## config.mk

```make
export PLATFORM = sky130hd
export DESIGN_NAME = pixel_diff_counter_flat
export DESIGN_NICKNAME = d
export VERILOG_FILES = /design/src/rtl/pdc_pkg.sv /design/src/rtl/pdc_if.sv /design/src/rtl/pixel_diff_counter.sv /design/src/rtl/pdc_region_unit.sv /design/src/rtl/pdc_divider.sv /design/src/flat_wrapper.sv
export SDC_FILE = /design/constraint.sdc
export NUM_CORES = 2
export LEC_CHECK = 0
export BUFFER_PORTS_ARGS = -buffer_cell sky130_fd_sc_hd__buf_2
export CAP_MARGIN = 20
export CORE_MARGIN = 3
export CORE_UTILIZATION = 55
export CTS_BUF_LIST = sky130_fd_sc_hd__clkbuf_8
export CTS_CLUSTER_DIAMETER = 80
export DETAILED_ROUTE_END_ITERATION = 16
export GPL_TIMING_DRIVEN = 0
export PLACE_DENSITY_LB_ADDON = 0.08
export SLEW_MARGIN = 20
export SYNTH_ARGS = -nofsm -noshare
export SYNTH_HDL_FRONTEND = slang
export SYNTH_HIERARCHICAL = 1
export SYNTH_SLANG_ARGS = --single-unit
```

## constraint.sdc

```tcl
create_clock -name clk -period 6 [get_ports clk]
set_clock_uncertainty 0.1 [all_clocks]
set_input_delay 0 -clock clk [delete_from_list [all_inputs] [get_ports clk]]
set_output_delay 0 -clock clk [all_outputs]
set_load 0.005 [all_outputs]
```

## src/rtl/pdc_pkg.sv

```systemverilog
// Shared types, widths and register codes of the pixel difference counter.
package pdc_pkg;

    localparam int PIXEL_W    = 32;
    localparam int CFG_DIM_W  = 13;
    localparam int THRESH_W   = 17;
    localparam int REGION_W   = 64;
    localparam int FIELD_W    = 16;
    localparam int COUNT_W    = 25;
    localparam int PCT_W      = 15;
    localparam int CFG_IDX_W  = 3;
    localparam int NUM_W      = 40;   // changed * 25600 fits below 2^40
    localparam int PROD_W     = 42;   // threshold_q16 * total
    localparam int PCT_SCALE  = 25600; // 100 in Q8
    localparam int Q16_SHIFT  = 16;
    localparam int AA_LIMIT   = 3;
    localparam int BASE_LIMIT = 1;

    typedef logic [PIXEL_W-1:0]   pixel_t;
    typedef logic [REGION_W-1:0]  region_t;
    typedef logic [COUNT_W-1:0]   count_t;
    typedef logic [PCT_W-1:0]     pct_t;
    typedef logic [CFG_IDX_W-1:0] cfg_idx_t;
    typedef logic [FIELD_W-1:0]   field_t;

    localparam cfg_idx_t REG_IMAGE_WIDTH  = 3'd0;
    localparam cfg_idx_t REG_IMAGE_HEIGHT = 3'd1;
    localparam cfg_idx_t REG_AA_TOLERANCE = 3'd2;
    localparam cfg_idx_t REG_THRESHOLD    = 3'd3;
    localparam cfg_idx_t REG_REGION_0     = 3'd4;

endpackage

```

## src/rtl/pdc_if.sv

```systemverilog
// Handshake channels of the pixel difference counter: pixel pairs, results, register writes.
interface pdc_pixel_if;
    import pdc_pkg::*;
    logic   valid;
    logic   ready;
    pixel_t baseline_pixel;
    pixel_t actual_pixel;
    modport source (output valid, baseline_pixel, actual_pixel, input ready);
    modport sink   (input valid, baseline_pixel, actual_pixel, output ready);
endinterface

interface pdc_result_if;
    import pdc_pkg::*;
    logic   valid;
    logic   ready;
    logic   matches_res;
    count_t changed_pixels;
    count_t total_pixels;
    pct_t   diff_percent_q8;
    modport source (output valid, matches_res, changed_pixels, total_pixels,
                    diff_percent_q8, input ready);
    modport sink   (input valid, matches_res, changed_pixels, total_pixels,
                    diff_percent_q8, output ready);
endinterface

interface pdc_cfg_if;
    import pdc_pkg::*;
    logic     valid;
    logic     ready;
    cfg_idx_t index;
    region_t  data;
    modport source (output valid, index, data, input ready);
    modport sink   (input valid, index, data, output ready);
endinterface

```

## src/rtl/pixel_diff_counter.sv

```systemverilog
// Pixel difference counter: counts changed pixels of a frame and reports the changed fraction.
// Each pixel pair is accepted in ST_IDLE, then passes each ignore rectangle in turn
// through the shared rectangle test and updates the counters in ST_UPDATE; ready is low meanwhile.
// After the last pixel of a frame come the multiplies and the compare, then the 40-step divider
// forms the percentage, then the output register loads once the previous result is taken.
// Reset restores the register reset values, clears the counters and drops a waiting result.
module pixel_diff_counter #(
    parameter int CHANNEL_BYTES = 4,
    parameter int MAX_DIM       = 4096,
    parameter int REGIONS       = 4
) (
    input  logic          clk,
    input  logic          rst_n,
    pdc_pixel_if.sink     pixel,
    pdc_result_if.source  result,
    pdc_cfg_if.sink       cfg
);
    import pdc_pkg::*;

    localparam int DIM_W  = $clog2(MAX_DIM);
    localparam int EDIM_W = DIM_W + 1;
    localparam int RIDX_W = (REGIONS > 1) ? $clog2(REGIONS) : 1;
    localparam int DIST_W = 8 + $clog2(CHANNEL_BYTES + 1);

    // Sequencer states.
    typedef enum logic [7:0] {
        ST_IDLE    = 8'b0000_0001,
        ST_CHECK   = 8'b0000_0010,
        ST_UPDATE  = 8'b0000_0100,
        ST_TOTAL   = 8'b0000_1000,
        ST_MATCH   = 8'b0001_0000,
        ST_COMPARE = 8'b0010_0000,
        ST_DIVIDE  = 8'b0100_0000,
        ST_EMIT    = 8'b1000_0000
    } state_t;

    state_t state_reg;

    // Configuration registers.
    logic [CFG_DIM_W-1:0] width_reg;
    logic [CFG_DIM_W-1:0] height_reg;
    logic                 aa_reg;
    logic [THRESH_W-1:0]  thresh_reg;
    region_t              region_reg [REGIONS];

    // Frame position and running count.
    logic [DIM_W-1:0]     column_reg;
    logic [DIM_W-1:0]     row_reg;
    count_t               changed_reg;

    // Per-pixel work registers.
    pixel_t               base_reg;
    pixel_t               act_reg;
    logic [RIDX_W-1:0]    region_idx_reg;
    logic                 hit_reg;

    // End-of-frame work registers.
    count_t               fin_changed_reg;
    count_t               total_reg;
    logic [NUM_W-1:0]     num_reg;
    logic [PROD_W-1:0]    thr_prod_reg;
    logic                 match_reg;

    // Output register.
    logic                 res_valid_reg;
    logic                 res_match_reg;
    count_t               res_changed_reg;
    count_t               res_total_reg;
    pct_t                 res_pct_reg;

    logic [EDIM_W-1:0]    eff_w;
    logic [EDIM_W-1:0]    eff_h;
    logic                 region_hit;
    logic [DIST_W-1:0]    pix_dist;
    logic [DIST_W-1:0]    limit;
    logic [7:0]           byte_a;
    logic [7:0]           byte_b;
    logic [7:0]           byte_diff;
    logic                 pixel_changed;
    count_t               changed_inc;
    logic                 row_end;
    logic                 frame_end;
    logic                 div_start;
    logic                 div_done;
    logic [NUM_W-1:0]     div_quotient;
    logic                 pixel_accept;
    logic                 res_load;

    // Clamp the dimensions: zero acts as one, anything above MAX_DIM as MAX_DIM.
    always_comb
    begin
        if (width_reg == '0)
            eff_w = EDIM_W'(1);
        else if (width_reg > CFG_DIM_W'(MAX_DIM))
            eff_w = EDIM_W'(MAX_DIM);
        else
            eff_w = width_reg[EDIM_W-1:0];

        if (height_reg == '0)
            eff_h = EDIM_W'(1);
        else if (height_reg > CFG_DIM_W'(MAX_DIM))
            eff_h = EDIM_W'(MAX_DIM);
        else
            eff_h = height_reg[EDIM_W-1:0];
    end

    // One rectangle per cycle through the shared test.
    pdc_region_unit u_region (
        .region (region_reg[region_idx_reg]),
        .x      (FIELD_W'(column_reg)),
        .y      (FIELD_W'(row_reg)),
        .hit    (region_hit)
    );

    // Sum of absolute byte differences over the active channels.
    always_comb
    begin
        pix_dist  = '0;
        byte_a    = '0;
        byte_b    = '0;
        byte_diff = '0;
        for (int c = 0; c < CHANNEL_BYTES; c++)
        begin
            byte_a    = base_reg[8*c +: 8];
            byte_b    = act_reg[8*c +: 8];
            byte_diff = (byte_a > byte_b) ? (byte_a - byte_b) : (byte_b - byte_a);
            pix_dist  = pix_dist + DIST_W'(byte_diff);
        end
    end

    assign limit         = aa_reg ? DIST_W'(AA_LIMIT) : DIST_W'(BASE_LIMIT);
    assign pixel_changed = !hit_reg && (pix_dist > limit);
    assign changed_inc   = changed_reg + COUNT_W'(pixel_changed);

    // Compare with >= so that a shrunk dimension still ends the row or frame.
    assign row_end   = {1'b0, column_reg} >= (eff_w - EDIM_W'(1));
    assign frame_end = row_end && ({1'b0, row_reg} >= (eff_h - EDIM_W'(1)));

    assign pixel.ready  = (state_reg == ST_IDLE);
    assign pixel_accept = pixel.valid && pixel.ready;
    assign cfg.ready    = 1'b1;
    assign div_start    = (state_reg == ST_COMPARE);
    assign res_load     = (state_reg == ST_EMIT) && (!res_valid_reg || result.ready);

    pdc_divider #(
        .NUM_W (NUM_W),
        .DEN_W (COUNT_W)
    ) u_divider (
        .clk      (clk),
        .rst_n    (rst_n),
        .start    (div_start),
        .numer    (num_reg),
        .denom    (total_reg),
        .done     (div_done),
        .quotient (div_quotient)
    );

    // Control state, configuration and counters.
    always_ff @(posedge clk or negedge rst_n)
    begin
        if (!rst_n)
        begin
            state_reg      <= ST_IDLE;
            width_reg      <= CFG_DIM_W'(1);
            height_reg     <= CFG_DIM_W'(1);
            aa_reg         <= 1'b0;
            thresh_reg     <= '0;
            for (int i = 0; i < REGIONS; i++)
            begin
                region_reg[i] <= '0;
            end
            column_reg     <= '0;
            row_reg        <= '0;
            changed_reg    <= '0;
            region_idx_reg <= '0;
            hit_reg        <= 1'b0;
            res_valid_reg  <= 1'b0;
        end
        else
        begin
            // Register writes; unknown indexes drop.
            if (cfg.valid && cfg.ready)
            begin
                if (cfg.index == REG_IMAGE_WIDTH)
                    width_reg <= cfg.data[CFG_DIM_W-1:0];
                if (cfg.index == REG_IMAGE_HEIGHT)
                    height_reg <= cfg.data[CFG_DIM_W-1:0];
                if (cfg.index == REG_AA_TOLERANCE)
                    aa_reg <= cfg.data[0];
                if (cfg.index == REG_THRESHOLD)
                    thresh_reg <= cfg.data[THRESH_W-1:0];
                for (int i = 0; i < REGIONS; i++)
                begin
                    if (cfg.index == CFG_IDX_W'(int'(REG_REGION_0) + i))
                        region_reg[i] <= cfg.data;
                end
            end

            // Drop the result once it is taken; a new load wins.
            if (res_load)
                res_valid_reg <= 1'b1;
            else if (result.ready)
                res_valid_reg <= 1'b0;

            case (state_reg)
                ST_IDLE:
                begin
                    if (pixel_accept)
                    begin
                        region_idx_reg <= '0;
                        hit_reg        <= 1'b0;
                        state_reg      <= ST_CHECK;
                    end
                end
                ST_CHECK:
                begin
                    hit_reg <= hit_reg || region_hit;
                    if (region_idx_reg == RIDX_W'(REGIONS - 1))
                        state_reg <= ST_UPDATE;
                    else
                        region_idx_reg <= region_idx_reg + RIDX_W'(1);
                end
                ST_UPDATE:
                begin
                    if (frame_end)
                    begin
                        column_reg  <= '0;
                        row_reg     <= '0;
                        changed_reg <= '0;
                        state_reg   <= ST_TOTAL;
                    end
                    else if (row_end)
                    begin
                        column_reg  <= '0;
                        row_reg     <= row_reg + DIM_W'(1);
                        changed_reg <= changed_inc;
                        state_reg   <= ST_IDLE;
                    end
                    else
                    begin
                        column_reg  <= column_reg + DIM_W'(1);
                        changed_reg <= changed_inc;
                        state_reg   <= ST_IDLE;
                    end
                end
                ST_TOTAL:
                begin
                    state_reg <= ST_MATCH;
                end
                ST_MATCH:
                begin
                    state_reg <= ST_COMPARE;
                end
                ST_COMPARE:
                begin
                    state_reg <= ST_DIVIDE;
                end
                ST_DIVIDE:
                begin
                    if (div_done)
                        state_reg <= ST_EMIT;
                end
                ST_EMIT:
                begin
                    if (res_load)
                        state_reg <= ST_IDLE;
                end
                default:
                begin
                    state_reg <= ST_IDLE;
                end
            endcase
        end
    end

    // Payload registers.
    always_ff @(posedge clk)
    begin
        if (pixel_accept)
        begin
            base_reg <= pixel.baseline_pixel;
            act_reg  <= pixel.actual_pixel;
        end
        if ((state_reg == ST_UPDATE) && frame_end)
            fin_changed_reg <= changed_inc;
        if (state_reg == ST_TOTAL)
        begin
            // Product of two clamped dimensions stays within 2^24.
            total_reg <= COUNT_W'(eff_w) * COUNT_W'(eff_h);
            num_reg   <= NUM_W'(fin_changed_reg) * NUM_W'(PCT_SCALE);
        end
        if (state_reg == ST_MATCH)
            thr_prod_reg <= PROD_W'(thresh_reg) * PROD_W'(total_reg);
        if (state_reg == ST_COMPARE)
            match_reg <= (PROD_W'(fin_changed_reg) << Q16_SHIFT) <= thr_prod_reg;
        if (res_load)
        begin
            res_match_reg   <= match_reg;
            res_changed_reg <= fin_changed_reg;
            res_total_reg   <= total_reg;
            res_pct_reg     <= div_quotient[PCT_W-1:0];
        end
    end

    assign result.valid           = res_valid_reg;
    assign result.matches_res     = res_match_reg;
    assign result.changed_pixels  = res_changed_reg;
    assign result.total_pixels    = res_total_reg;
    assign result.diff_percent_q8 = res_pct_reg;

endmodule

```

## src/rtl/pdc_region_unit.sv

```systemverilog
// Shared rectangle test: is a pixel position inside one ignore rectangle.
module pdc_region_unit (
    input  pdc_pkg::region_t region,
    input  pdc_pkg::field_t  x,
    input  pdc_pkg::field_t  y,
    output logic             hit
);
    import pdc_pkg::*;

    field_t             rx;
    field_t             ry;
    field_t             rw;
    field_t             rh;
    logic [FIELD_W:0]   x_end;
    logic [FIELD_W:0]   y_end;

    assign rx    = region[FIELD_W-1:0];
    assign ry    = region[2*FIELD_W-1:FIELD_W];
    assign rw    = region[3*FIELD_W-1:2*FIELD_W];
    assign rh    = region[4*FIELD_W-1:3*FIELD_W];
    assign x_end = {1'b0, rx} + {1'b0, rw};
    assign y_end = {1'b0, ry} + {1'b0, rh};

    // A zero width disables the rectangle.
    assign hit = (rw != '0) && (x >= rx) && ({1'b0, x} < x_end)
              && (y >= ry) && ({1'b0, y} < y_end);

endmodule

```

## src/rtl/pdc_divider.sv

```systemverilog
// Restoring divider, one quotient bit per cycle.
module pdc_divider #(
    parameter int NUM_W = 40,
    parameter int DEN_W = 25
) (
    input  logic             clk,
    input  logic             rst_n,
    input  logic             start,
    input  logic [NUM_W-1:0] numer,
    input  logic [DEN_W-1:0] denom,
    output logic             done,
    output logic [NUM_W-1:0] quotient
);
    localparam int CNT_W = $clog2(NUM_W);

    logic             busy_reg;
    logic             done_reg;
    logic [CNT_W-1:0] count_reg;
    logic [DEN_W-1:0] rem_reg;
    logic [DEN_W-1:0] den_reg;
    logic [NUM_W-1:0] quo_reg;
    logic [DEN_W:0]   shifted;
    logic [DEN_W:0]   diff;
    logic             fits;

    assign shifted = {rem_reg, quo_reg[NUM_W-1]};
    assign fits    = shifted >= {1'b0, den_reg};
    assign diff    = shifted - {1'b0, den_reg};

    always_ff @(posedge clk or negedge rst_n)
    begin
        if (!rst_n)
        begin
            busy_reg  <= 1'b0;
            done_reg  <= 1'b0;
            count_reg <= '0;
        end
        else
        begin
            done_reg <= 1'b0;
            if (start)
            begin
                busy_reg  <= 1'b1;
                count_reg <= '0;
            end
            else if (busy_reg)
            begin
                count_reg <= count_reg + CNT_W'(1);
                if (count_reg == CNT_W'(NUM_W - 1))
                begin
                    busy_reg <= 1'b0;
                    done_reg <= 1'b1;
                end
            end
        end
    end

    always_ff @(posedge clk)
    begin
        if (start)
        begin
            rem_reg <= '0;
            den_reg <= denom;
            quo_reg <= numer;
        end
        else if (busy_reg)
        begin
            // Shift the next dividend bit in, subtract when it fits.
            rem_reg <= fits ? diff[DEN_W-1:0] : shifted[DEN_W-1:0];
            quo_reg <= {quo_reg[NUM_W-2:0], fits};
        end
    end

    assign done     = done_reg;
    assign quotient = quo_reg;

endmodule
```

## src/flat_wrapper.sv

```systemverilog
// flat-port wrapper written by rule: the top's interface ports become plain ports
module pixel_diff_counter_flat import pdc_pkg::*;
#(
    parameter int CHANNEL_BYTES = 4,
    parameter int MAX_DIM       = 4096,
    parameter int REGIONS       = 4
)
  (clk, rst_n, pixel_valid, pixel_baseline_pixel, pixel_actual_pixel, pixel_ready, result_valid, result_matches_res, result_changed_pixels, result_total_pixels, result_diff_percent_q8, result_ready, cfg_valid, cfg_index, cfg_data, cfg_ready);
  pdc_pixel_if pixel_i ();
  pdc_result_if result_i ();
  pdc_cfg_if cfg_i ();
  input  logic clk;
  input  logic rst_n;
  input wire logic [$bits(pixel_i.valid)-1:0] pixel_valid;
  input wire logic [$bits(pixel_i.baseline_pixel)-1:0] pixel_baseline_pixel;
  input wire logic [$bits(pixel_i.actual_pixel)-1:0] pixel_actual_pixel;
  output wire logic [$bits(pixel_i.ready)-1:0] pixel_ready;
  output wire logic [$bits(result_i.valid)-1:0] result_valid;
  output wire logic [$bits(result_i.matches_res)-1:0] result_matches_res;
  output wire logic [$bits(result_i.changed_pixels)-1:0] result_changed_pixels;
  output wire logic [$bits(result_i.total_pixels)-1:0] result_total_pixels;
  output wire logic [$bits(result_i.diff_percent_q8)-1:0] result_diff_percent_q8;
  input wire logic [$bits(result_i.ready)-1:0] result_ready;
  input wire logic [$bits(cfg_i.valid)-1:0] cfg_valid;
  input wire logic [$bits(cfg_i.index)-1:0] cfg_index;
  input wire logic [$bits(cfg_i.data)-1:0] cfg_data;
  output wire logic [$bits(cfg_i.ready)-1:0] cfg_ready;
  assign pixel_i.valid = pixel_valid;
  assign pixel_i.baseline_pixel = pixel_baseline_pixel;
  assign pixel_i.actual_pixel = pixel_actual_pixel;
  assign pixel_ready = pixel_i.ready;
  assign result_valid = result_i.valid;
  assign result_matches_res = result_i.matches_res;
  assign result_changed_pixels = result_i.changed_pixels;
  assign result_total_pixels = result_i.total_pixels;
  assign result_diff_percent_q8 = result_i.diff_percent_q8;
  assign result_i.ready = result_ready;
  assign cfg_i.valid = cfg_valid;
  assign cfg_i.index = cfg_index;
  assign cfg_i.data = cfg_data;
  assign cfg_ready = cfg_i.ready;
  pixel_diff_counter #(.CHANNEL_BYTES(CHANNEL_BYTES), .MAX_DIM(MAX_DIM), .REGIONS(REGIONS)) u_core (.clk(clk), .rst_n(rst_n), .pixel(pixel_i), .result(result_i), .cfg(cfg_i));
endmodule
```

==> results.json <==
{
  "outcome": "finished, violations left",
  "failed_checks": "negative setup slack",
  "clk_pin_slew_worst_paths_ns": 0.06,
  "viasPerCell": 5.57,
  "vias": 42887,
  "ys.flop_type": "dfrtp_1",
  "rows": 118,
  "slew_headroom": 0.258,
  "synth_top_area_share": 0.177,
  "drt-initial-drc-count": 2698,
  "io_buffer_count": 201,
  "start_util": 0.556,
  "nets": 7372,
  "yosys.area.top_type": "fa_1",
  "largest_register_ffs": 256,
  "synth_compound_area_frac": 0.0804,
  "clock_path_buffers": 3,
  "finalCritPeriodShare": 1.17,
  "slew_violations": 0,
  "synth_xor_area_frac": 0.0267,
  "grt_pass1_wl_um": 245000,
  "clock_latency_ns": 0.83,
  "fmax_mhz": 142,
  "grt_pass1_vias": 44542,
  "die_x_um": 330,
  "synth.most_common_cell": "inv_1",
  "maxCapViolCount": 0,
  "synth-adder-area-share": 0.288,
  "synth_edf_count": 318,
  "cts_tree": "done",
  "postSynthCellCount": 5381,
  "antenna_found_initial": 12,
  "synthSimpleGateAreaFrac": 0.105,
  "ys_async_sr_fraction": 0.518,
  "drc": 0,
  "synth_seq_cells": 712,
  "cp_common_cell": "inv_2",
  "rsz0062_at_grt": "true",
  "io_pins": 205,
  "globalplace.congestion": 0.917,
  "h-tree-depth": 3,
  "critPathBufInv": 7,
  "period_needed_ns": 7.03,
  "start_kind": "flop",
  "seq_area_frac_synth": 0.334,
  "finalHoldViolCount": 0,
  "drive_above_1_share": 0.227,
  "netlist_top_cells_area": "fa_1 18%, edfxtp_1 17%, dfrtp_1 16%",
  "numClockSinks": 712,
  "wl_per_cell_um": 20.2,
  "cts-root-buf": "clkbuf_8",
  "synth_top_family_by_area": "adder cells",
  "critical_path_arrival_ns": 7.67,
  "endpoint_kind": "flop",
  "tns_ns": -39.25,
  "synth_mux_area_frac": 0.0978,
  "final_util": 0.673,
  "avgSynthCellArea_sq_um": 10.7,
  "tritoncts.num_buffers": 118,
  "synth_commonest_cells": "833 x inv_1, 595 x nand2_1, 511 x fa_1, 510 x ha_1, 366 x dfrtp_1",
  "path_delay_family": "adder cells",
  "final-setup-viol-count": 75,
  "drt_wl_total_um": 156000,
  "firstDrtPassIters": 6,
  "die_y_um": 330,
  "fin_ws_ns": -1.03,
  "syn_to_final_growth_pct": 21.2,
  "grt_max_degree": 95,
  "min_path_type": "in2async",
  "dp_slack_ns": -1.39,
  "max_stage_delay_ns": 0.51,
  "ant_nets": 0,
  "ys_warn_count": 6,
  "worstPathRequired_ns": 6.63,
  "synth_cell_types": 100,
  "path_class": "reg2reg",
  "grt_usage": 0.290,
  "synth_area_sq_um": 57800,
  "tightest_slew_ns": 1.10,
  "dieArea_sq_um": 109000,
  "critPathMaxFanout": 7,
  "coreArea_sq_um": 104000,
  "gr-total-overflow": 0,
  "place_hpwl_um": 112000,
  "critPathSlowestCell": "fa_1"
}
## worst register-to-register path, delay by kind of cell (launching register included)
family | cells | cell delay (ns)
xor+xnor | 1 | 0.17
compound gates | 9 | 1.75
flops | 1 | 0.40
fa+ha+maj | 8 | 2.44
buf+inv | 7 | 0.52
mux | 1 | 0.37
simple gates | 7 | 1.21
## repair_timing
action                     CTS  global route
cloned                       3             1
hold endpoints to repair   804             0
buffers inserted           161            53
setup endpoints to repair  120            99
pin swaps                  153           127
resized for setup          315           158
hold buffers               268             0
## cell usage in the layout, fill, tap and decap left out, drive strengths merged, types with 30 or more instances in the layout
master	instances
nor2b	52
o21a	30
nor2	206
and3	30
a211oi	38
inv	864
mux4	64
clkinv	39
nand2b	32
and2	141
nor3	39
xnor2	116
mux2	349
fa	511
a21oi	176
o21ai	151
dfrtp	366
nand2	595
clkbuf	294
dlygate4sd3	267
o211ai	34
xor2	60
nand4	41
nand3	62
ha	510
edfxtp	318
buf	473
a21o	85
## area by class of cell
class	instances	area, sq um
Timing Repair Buffer	699	5790
Multi-Input combinational cell	3651	36000
Clock buffer	140	1930
Tap cell	1380	1730
Clock inverter	77	581
Buffer	198	1500
Inverter	835	3140
Fill cell	8027	33900
Sequential cell	712	19300
Antenna cell	8	20.0
## final timing paths
kind / from / to / slack [ns] / cells past startpoint
setup / recovery: u_core/base_reg[0] / u_core/changed_reg[20] / -1.03 / 33
hold / removal: rst_n / u_core/region_reg[219] / 0.09 / 4
setup reg to reg: u_core/base_reg[0] / u_core/changed_reg[20] / -1.03 / 33
hold reg to reg: u_core/u_divider/quotient[4] / u_core/result.diff_percent_q8[4] / 0.35 / 0
max in group asynchronous: rst_n / u_core/u_divider/count_reg[5] / 4.40 / 6
min in group clk: cfg_data[11] / u_core/region_reg[11] / 0.10 / 3
## metal layers
metal / wire (um) / vias up / GRT usage
met5: 9 / - / 0
met4: 7960 / 2 / 0.131
met3: 8980 / 334 / 0.0479
met2: 74100 / 1324 / 0.477
met1: 64800 / 21472 / 0.380
li1: - / 19755 / -
## cells by family (layout without fill, tap and decap cells)
| group | count (synthesis) | after routing |
|---|---|---|
| muxes | 441 | 441 |
| AOI/OAI and AO/OA | 697 | 697 |
| DFF | 712 | 712 |
| buffers and inverters | 1043 | 1949 |
| adders and majority gates | 1021 | 1021 |
| xor gates and xnor gates | 176 | 176 |
| other | 2 | 35 |
| and+or+nand+nor | 1289 | 1289 |
## metrics by stage
step | hold WS [ns] | cells | cell area [sq um]
6_report | 0.0918 | 7700 | 70000
5_1_grt | 0.0514 | 7697 | 70000
4_1_cts | 0.000919 | 7642 | 69100
3_5_place_dp | -0.234 | 7004 | 61400
3_3_place_gp | 0.0765 | 6987 | 61100
2_1_floorplan | -0.396 | 5406 | 58400
Power is not shown: default switching activity piles up to over one toggle a cycle in this logic, so the estimate is an artifact.
